`config.mk`:
```
export PLATFORM = sky130hd
export DESIGN_NAME = cprgd_front
export DESIGN_NICKNAME = d
export VERILOG_FILES = /design/src/rtl/cprgd_pkg.sv /design/src/rtl/cprgd_front.sv
export SDC_FILE = /design/constraint.sdc
export NUM_CORES = 1
export LEC_CHECK = 0
export ABC_CLOCK_PERIOD_IN_PS = 11540
export BUFFER_PORTS_ARGS = -buffer_cell sky130_fd_sc_hd__buf_2
export CAP_MARGIN = 15
export CORE_MARGIN = 1
export CORE_UTILIZATION = 49
export CTS_CLUSTER_DIAMETER = 40
export DETAILED_ROUTE_END_ITERATION = 10
export PLACE_DENSITY = 0.88
export SYNTH_ARGS = -nofsm -noshare
export SYNTH_HDL_FRONTEND = slang
export SYNTH_SLANG_ARGS = --single-unit
```
`constraint.sdc`:
```
create_clock -name clk_i -period 11.54 [get_ports clk_i]
set_clock_uncertainty 0.2 [all_clocks]
set_input_delay 1.154 -clock clk_i [delete_from_list [all_inputs] [get_ports clk_i]]
set_output_delay 1.154 -clock clk_i [all_outputs]
set_load 0.01 [all_outputs]
```
`src/rtl/cprgd_pkg.sv`:
```
// Shared types and command codes for the rectangle and glyph drawing engine.
package cprgd_pkg;

  typedef enum logic [2:0] {
    KIND_PLOT  = 3'd0,
    KIND_FILL  = 3'd1,
    KIND_RECT  = 3'd2,
    KIND_GLYPH = 3'd3,
    KIND_READ  = 3'd4
  } kind_e;

  typedef enum logic [1:0] {
    OP_SPAN,
    OP_GLYPH,
    OP_READ
  } op_e;

  typedef enum logic [1:0] {
    ST_IDLE,
    ST_RUN,
    ST_RDWAIT,
    ST_RDOUT
  } state_e;

  localparam int unsigned CoordW = 16;
  localparam int unsigned GlyphW = 64;
  localparam int unsigned GlyphRows = 8;

  // One classified job: op, outside flag, inclusive box (clipped for rects), colour, glyph bits.
  typedef struct packed {
    op_e               op;
    logic              outside;
    logic [CoordW-1:0] x0;
    logic [CoordW-1:0] y0;
    logic [CoordW-1:0] x1;
    logic [CoordW-1:0] y1;
    logic [7:0]        color;
    logic [GlyphW-1:0] glyph;
  } job_t;

endpackage

```
`src/rtl/cprgd_front.sv`:
```
// Front end: accepts commands, orders and clips coordinates, queues jobs.
module cprgd_front #(
  parameter int unsigned FrameWidth  = 320,
  parameter int unsigned FrameHeight = 200,
  parameter int unsigned PixelBits   = 8
) (
  input  logic                       clk_i,
  input  logic                       rst_ni,
  input  logic                       in_valid,
  output logic                       in_ready,
  input  logic [2:0]                 kind_i,
  input  logic [15:0]                first_x_i,
  input  logic [15:0]                first_y_i,
  input  logic [15:0]                second_x_i,
  input  logic [15:0]                second_y_i,
  input  logic [7:0]                 pixel_value_i,
  input  logic [63:0]                glyph_bits_i,
  output logic                       job_valid_o,
  input  logic                       job_ready_i,
  output cprgd_pkg::job_t            job_o
);

  localparam logic [15:0] LastX = 16'(FrameWidth - 1);
  localparam logic [15:0] LastY = 16'(FrameHeight - 1);
  localparam logic [7:0]  PixMask = 8'((64'd1 << PixelBits) - 64'd1);

  // Two-entry queue.
  cprgd_pkg::job_t q_mem_q [2];
  logic            wr_ptr_q, rd_ptr_q;
  logic [1:0]      cnt_q;

  cprgd_pkg::job_t job_d;
  logic            keep;
  logic [15:0]     lx, hx, ly, hy;

  always_comb begin
    lx = (first_x_i > second_x_i) ? second_x_i : first_x_i;
    hx = (first_x_i > second_x_i) ? first_x_i : second_x_i;
    ly = (first_y_i > second_y_i) ? second_y_i : first_y_i;
    hy = (first_y_i > second_y_i) ? first_y_i : second_y_i;
    job_d = '0;
    job_d.color = pixel_value_i & PixMask;
    job_d.glyph = glyph_bits_i;
    job_d.outside = (first_x_i > LastX) || (first_y_i > LastY);
    keep = 1'b1;
    case (kind_i)
      cprgd_pkg::KIND_PLOT: begin
        job_d.op = cprgd_pkg::OP_SPAN;
        job_d.x0 = first_x_i; job_d.x1 = first_x_i;
        job_d.y0 = first_y_i; job_d.y1 = first_y_i;
        keep = !job_d.outside;
      end
      cprgd_pkg::KIND_FILL: begin
        job_d.op = cprgd_pkg::OP_SPAN;
        job_d.x1 = LastX;
        job_d.y1 = LastY;
      end
      cprgd_pkg::KIND_RECT: begin
        job_d.op = cprgd_pkg::OP_SPAN;
        job_d.x0 = lx; job_d.y0 = ly;
        job_d.x1 = (hx > LastX) ? LastX : hx;
        job_d.y1 = (hy > LastY) ? LastY : hy;
        keep = (lx <= LastX) && (ly <= LastY);
      end
      cprgd_pkg::KIND_GLYPH: begin
        job_d.op = cprgd_pkg::OP_GLYPH;
        job_d.x0 = first_x_i; job_d.y0 = first_y_i;
        keep = !job_d.outside;
      end
      cprgd_pkg::KIND_READ: begin
        job_d.op = cprgd_pkg::OP_READ;
        job_d.x0 = first_x_i; job_d.y0 = first_y_i;
      end
      default: keep = 1'b0;
    endcase
  end

  assign in_ready    = (cnt_q != 2'd2);
  assign job_valid_o = (cnt_q != 2'd0);
  assign job_o       = q_mem_q[rd_ptr_q];

  logic push, pop;
  assign push = in_valid && in_ready && keep;
  assign pop  = job_valid_o && job_ready_i;

  always_ff @(posedge clk_i) begin
    if (push) begin
      q_mem_q[wr_ptr_q] <= job_d;
    end
  end

  always_ff @(posedge clk_i or negedge rst_ni) begin
    if (!rst_ni) begin
      wr_ptr_q <= 1'b0;
      rd_ptr_q <= 1'b0;
      cnt_q    <= 2'd0;
    end else begin
      if (push) wr_ptr_q <= !wr_ptr_q;
      if (pop)  rd_ptr_q <= !rd_ptr_q;
      cnt_q <= 2'(cnt_q + {1'b0, push} - {1'b0, pop});
    end
  end

endmodule

```
==> results.ini, run 1 <==
[outcome]
status=finished clean

[cts]
hold_fix_buffers_cts=0
postCtsSetupRepairBufs=0
cts.clk_slew.worst_paths_ns=0.06
clock_latency_ns=0.50
cts_inserted_buffers=37
clockBufferDepth=3
cts_root_buf=clkbuf_16
cts_num_sinks=282
cts.htree.levels=2
cts.repair.resized=0
tritoncts_clock_tree=built

[die]
num_rows=58
design.die.area_sq_um=26380
start_util_pct=50.08
fp.dieW_um=162.4
num_io_pins=284
die_height_um=162.4
coreArea_sq_um=25180

[route]
finalWirelength_mm=29.89
dr.pass1.iters=6
drt_first_iter_violations=877
vias=8430
vias_per_cell=5.692
drc=0
post_drt_wl_per_cell_um=20.18
route.antenna.remaining_nets=0

[cells_and_area]
nNetsFinal=1299
drive_above_1_share_pct=43.78
layout-area-overhead-vs-synth_pct=23.54
layout_commonest_cell=buf_2
final_cell_mix=buf_2, edfxtp_1, mux2_2

[worst_setup_path]
cp_slowest_stage_delay_ns=0.81
timing.critical_path.max_delay_family=buffers and inverters
cp.required_ns=11.47
worstPathBufferInverterCount=3
cpMaxStageDelayCell=buf_4
worst_setup_path_start_kind=input port
crit-reg2reg-launch=cnt_q[1]
critical_path_cell_by_cell=buf_2 > nor3b_4 > nand4_1 > nor2_1 > or4b_1 > o221a_2 > o21a_1 > nor3b_4 > buf_4 > buf_4
cp.arrival_ns=6.07
timing_worst_setup_path_type=input port to flip-flop
path_max_fanout=69
critical_path.endpoint_type=flip-flop
cp-startpoint=kind_i[1]

[power]
power.static_leakage_nw=5.961
p_per_area_nw_per_um2=191.5
max-vdd-ir-drop_uv=231.4

[timing]
min_period_over_period_pct=53.17
transition_at_the_pin_with_the_smallest_max_transition_slack_ns=1.017
relSlewSlack_pct=32.23
totalNegativeSetupSlack_ns=0
hold_violations=0
max_freq_ghz=0.1630
final-setup-viol-count=0
fin_hold_ws_ns=0.2441
layout_min_cycle_time_ns=6.136
slew_viol_final=0
unrepaired_setup_endpoints_after_global_routing=false

[logic_synthesis]
netlist_instances=835
postSynthAreaPerCell_sq_um=15.10
synth_enable_flop_cells=278
postSynth.topFlopCell=edfxtp_1
post_synth_main_area_contributors=edfxtp_1, mux2_2, ha_1
yosys.area.top_type_share_pct=66.20
synth-seq-area-share_pct=66.99
synth.ff_latch_count=282
syn-num-nets=1012
warnings_from_yosys=0
netlist.top_cell.by_area=edfxtp_1
ys_types=53
mapped_area_sq_um=12610
synth-async-reset-ratio_pct=1.418

[placed_design]
finalWeightedCongestion=0.9582
io_buffer_count=283
post_dp_hpwl_mm=20.25

[run]
timing.max_cap.violations=0

[global_route]
grt_antenna_before_repair=4
grt_first_pass_wirelength_mm=45.17
grt_start_max_net_pins=73
vias_in_the_first_global_route=8380
gr_overflow_total=0
overall_global_routing_usage_pct=22.20

[worst_hold_path]
hold_path_class=input port to async pin

## worst paths after layout
check                      cells after the start             end  slack [ns]
hold reg to reg                                1        cnt_q[1]        0.29
setup / recovery                              10  q_mem_q[1][23]        5.40
min in group clk_i                             1        cnt_q[1]        0.29
max in group asynchronous                      1        rd_ptr_q       10.76
setup reg to reg                               5  q_mem_q[1][23]        7.71
hold / removal                                 1        cnt_q[1]        0.24
## cell type report
| type | count | area, sq um |
|---|---|---|
| inverter | 43 | 161.4 |
| tap | 330 | 412.9 |
| timing repair buffer | 292 | 1524 |
| clock inverter | 22 | 190.2 |
| clock buffer | 44 | 994.7 |
| fill | 1873 | 9602 |
| antenna | 2 | 5.005 |
| multi-input combinational | 466 | 3840 |
| sequential | 282 | 8452 |
## metal layers
metal	part of all wire [%]	track usage, %	routed length, um	vias up
met1	40	28.41	11970	4039
met2	47	35.30	14100	426
li1	-	-	-	3863
met4	4.1	10.89	1237	4
met5	0.077	0	23	-
met3	8.5	5.500	2549	98
## through the flow
step	utilization [%]	area, sq um	std cells	setup WS (ns)	total power (W)
5_1_grt	61.85	15570	1479	5.093	0.003105
6_report	61.87	15580	1481	5.404	0.002983
3_3_place_gp	56.93	14340	1411	5.030	0.001913
3_5_place_dp	56.93	14340	1411	4.915	0.001924
4_1_cts	61.63	15520	1477	5.421	0.003010
2_1_floorplan	-	12620	835	1.941	0.001665
## Yosys cell counts, types with 2 or more instances
library cell	n
edfxtp_1	278
a32o_1	3
clkbuf_1	34
nand3_1	4
buf_1	4
o21ai_1	2
nor3_1	5
inv_1	42
nand2_1	78
buf_6	2
and3_1	16
o211ai_1	4
buf_2	3
nor2_4	2
o21ai_0	18
or2_2	2
a221oi_1	12
a22oi_1	31
nand2b_1	4
mux2_2	140
a32oi_1	2
nor2_1	17
xnor2_1	2
nor2b_1	2
dfrtp_1	4
nor4_1	10
ha_1	34
a21o_1	4
a21oi_1	12
o221ai_1	30
and2_1	2
nand4_1	5
o311ai_0	2
o31ai_1	6
## worst reg2reg max path: stages (launching register included)
cell and delay (ns):
dfrtp_1 0.40, nand2b_1 0.12, o211ai_1 0.21, nor3b_4 0.82, buf_4 0.77, buf_4 0.85
## state kept, by name, indices dropped and copies added, names as in the netlist
| register | flops |
|---|---|
| q_mem_q | 278 |
| cnt_q | 2 |
| rd_ptr_q | 1 |
| wr_ptr_q | 1 |
## report_power, final
part	leakage (nW)	total [W]	internal [W]	switching (W)
Sequential	2.57	0.00123	0.00117	0.0000597
Clock	0.576	0.00108	0.000650	0.000429
Combinational	2.82	0.000677	0.000336	0.000341
## kinds of logic (layout without fill, tap and decap cells)
kind of cell	after synthesis	after routing	share of synthesized area, %
flip-flops	282	282	66.99
buffers and inverters	87	401	2.768
adder cells (fa/ha/maj)	34	34	3.373
XOR/XNOR	3	3	0.2084
AO/OA/AOI/OAI	136	136	8.265
other	0	2	0
AND/OR/NAND/NOR	152	152	5.804
multiplexers	141	141	12.59
No activity file was read; power rests on OpenSTA's default activity.
==> run 2: changes to the inputs <==
ABC_AREA = 1   (was default)
ABC_CLOCK_PERIOD_IN_PS = 6200   (was 11540)
CORE_UTILIZATION = 55   (was 49)
PLACE_DENSITY = 0.93   (was 0.88)
clock period = 6.2 ns   (was 11.54 ns; I/O delays follow)
==> run 2 against run 1 <==
  * Cell area is 0.47% higher
  * Non-clock buffer count rose by 4
  * Combinational power up 150%
  * Setup slack worse by 3.4 ns
  * Critical path depth is 9 higher
  * Clock-buffer cell count did not move
  * Utilization rose by 7.1 points
  * Flip-flop and latch count did not move
  * Routed wire length grew 4.3%
==> results.ini, run 2 <==
[cells_and_area]
flip_flop_count_of_the_largest_register_all_copies_and_words_added=278
layout-area-overhead-vs-synth_pct=22.45
layout_top_registers=q_mem_q (278), cnt_q (2)
finalCoreUtilization_pct=68.93
fill_cells=1592
layoutNonFillerInstCount=1834
nNetsFinal=1700
top_register=q_mem_q
drive_above_1_share_pct=24.27
count_of_inserted_antenna_diode_cells=0
finish.instance_area_sq_um=15650
layout_commonest_cell=nand2_1
final_cell_mix=nand2_1, buf_2, edfxtp_1

[power]
pnr_total_power_w=0.006028
combPwrFrac_pct=28.1
power_switching_share_pct=33.16
internal-power_w=0.004029
seq_power_share_pct=39.0
switching_power_w=0.001999
portion_of_total_power_attributed_to_the_clock_network_pct=33.0
power.static_leakage_nw=7.055
p_per_area_nw_per_um2=385.1
max-vdd-ir-drop_uv=221.3

[timing]
min_period_over_period_pct=67.15
transition_at_the_pin_with_the_smallest_max_transition_slack_ns=0.9304
relSlewSlack_pct=37.97
final-setup-viol-count=0
layout_min_cycle_time_ns=4.163
slew_viol_final=0
totalNegativeSetupSlack_ns=0
max_freq_ghz=0.2402
unrepaired_setup_endpoints_after_global_routing=false
hold_violations=0

[logic_synthesis]
postSynth.topFlopCell=edfxtp_1
netlist_instances=1239
post_synth_main_area_contributors=edfxtp_1, nand2_1, ha_1
leading_cell_type_by_number_of_instances_after_synthesis=nand2_1
synth_enable_flop_cells=278
netlist.top_cell.by_area=edfxtp_1
warnings_from_yosys=0
synth-seq-area-share_pct=66.09
synth.ff_latch_count=282
mapped_area_sq_um=12780
postSynthAreaPerCell_sq_um=10.32
ys_types=38
synth-async-reset-ratio_pct=1.418
syn-num-nets=1416
yosys.area.top_type_share_pct=65.30
synth_top_cells_by_count=nand2_1, edfxtp_1, inv_1, nor2_1, clkbuf_1

[route]
vias_per_cell=5.430
dr.pass1.iters=5
vias=9958
route.antenna.remaining_nets=0
drc=0
post_drt_wl_per_cell_um=17.00
finalWirelength_mm=31.18
drt_first_iter_violations=901

[worst_hold_path]
holdCritStartpoint=glyph_bits_i[11]
hold_path_class=input port to flip-flop

[die]
num_rows=55
start_util_pct=56.29
fp.dieW_um=154.5
coreArea_sq_um=22710
num_io_pins=284
design.die.area_sq_um=23860
die_height_um=154.5

[global_route]
vias_in_the_first_global_route=9573
grt_first_pass_wirelength_mm=47.96
grt_antenna_before_repair=0
overall_global_routing_usage_pct=25.87
grt_start_max_net_pins=89
gr_overflow_total=0

[worst_setup_path]
cp.required_ns=6.17
critical_path.endpoint_type=flip-flop
worst_setup_path_start_kind=input port
timing_worst_setup_path_type=input port to flip-flop
cp.arrival_ns=4.14
cp-startpoint=second_y_i[11]
setup.reg_to_reg.worst_slack_ns=3.38
path_max_fanout=70
crit-reg2reg-launch=cnt_q[1]

[outcome]
status=finished clean

[placed_design]
post_dp_hpwl_mm=21.23
io_buffer_count=283
dpl-instance-area_sq_um=14460
dp.cells=1770
finalWeightedCongestion=0.9388

[cts]
cts_num_sinks=282
clock_latency_ns=0.49
cts.htree.levels=2
tritoncts_clock_tree=built
postCtsSetupRepairBufs=0
clockBufferDepth=3
cts_inserted_buffers=35
cts_root_buf=clkbuf_16
cts.clk_slew.worst_paths_ns=0.06

[run]
timing.max_cap.violations=0

==> run 2: metal layers <==
metal	share of wire [%]	GRT usage [%]	vias up	wire length, um
met5	0	0	-	0
met4	2.8	8.722	0	870
met3	9.6	5.632	76	3007
met2	49	45.53	567	15310
met1	38	31.62	4592	12000
li1	-	-	4723	-
==> run 2: kinds of logic (layout without fill, tap and decap cells) <==
logic type	after synthesis	after routing	synth area share, %
and+or+nand+nor	664	664	20.64
adders and majority gates	34	34	3.328
xor gates and xnor gates	3	3	0.2056
buffers and inverters	137	447	4.365
DFF	282	282	66.09
AOI/OAI and AO/OA	119	119	5.373
==> run 2: critical path, stage by stage <==
cell     delay [ns]
buf_2          0.08
inv_1          0.06
ha_1           0.32
nand4_1        0.13
nor3_2         0.18
nand3_1        0.43
nand2_1        0.23
buf_4          0.30
nand2_1        0.08
nand2_1        0.09
nand2_1        0.06
nor2_1         0.10
nand2_1        0.06
nor2_1         0.08
nand2_1        0.08
nand2_2        0.07
nand3_1        0.16
inv_6          0.58
buf_4          0.40
==> run 2: timing repair <==
item | in CTS | in global routing
hold buffers | 1 | 0
hold endpoints to repair | 4 | 0
endpoints found under the setup margin | 0 | 0
gates resized for setup | 0 | 0
==> run 2: worst paths after layout <==
path	end	depth (start not counted)
setup / recovery	q_mem_q[0][120]	19
hold reg to reg	wr_ptr_q	2
setup reg to reg	q_mem_q[0][120]	4
max in group asynchronous	rd_ptr_q	2
min in group asynchronous	wr_ptr_q	2
hold / removal	q_mem_q[1][11]	1
==> run 2: through the flow <==
stage               setup WS, ns  hold slack, ns
finish                     2.037          0.1153
floorplan                 0.5394          0.1244
detailed placement         1.577          0.2474
global placement           1.662          0.2498
CTS                        2.078         0.09698
global route               1.733         0.09523
==> run 2: cell type report <==
cell class	count	area, sq um	share of cell area (%)
clock inverter	19	198.9	1.271
sequential	282	8452	53.99
timing repair buffer	296	1541	9.847
clock buffer	44	982.2	6.274
tap	285	356.6	2.278
inverter	88	337.8	2.158
multi-input combinational	820	3785	24.18
==> run 2: power groups by stage <==
stage	clock network, W	logic [W]	registers (W)
5_1_grt	0.00209	0.00187	0.00237
4_1_cts	0.00202	0.00169	0.00235
6_report	0.00199	0.00169	0.00235
2_1_floorplan	0	0.00104	0.00232
3_3_place_gp	0	0.00164	0.00238
3_5_place_dp	0	0.00168	0.00239
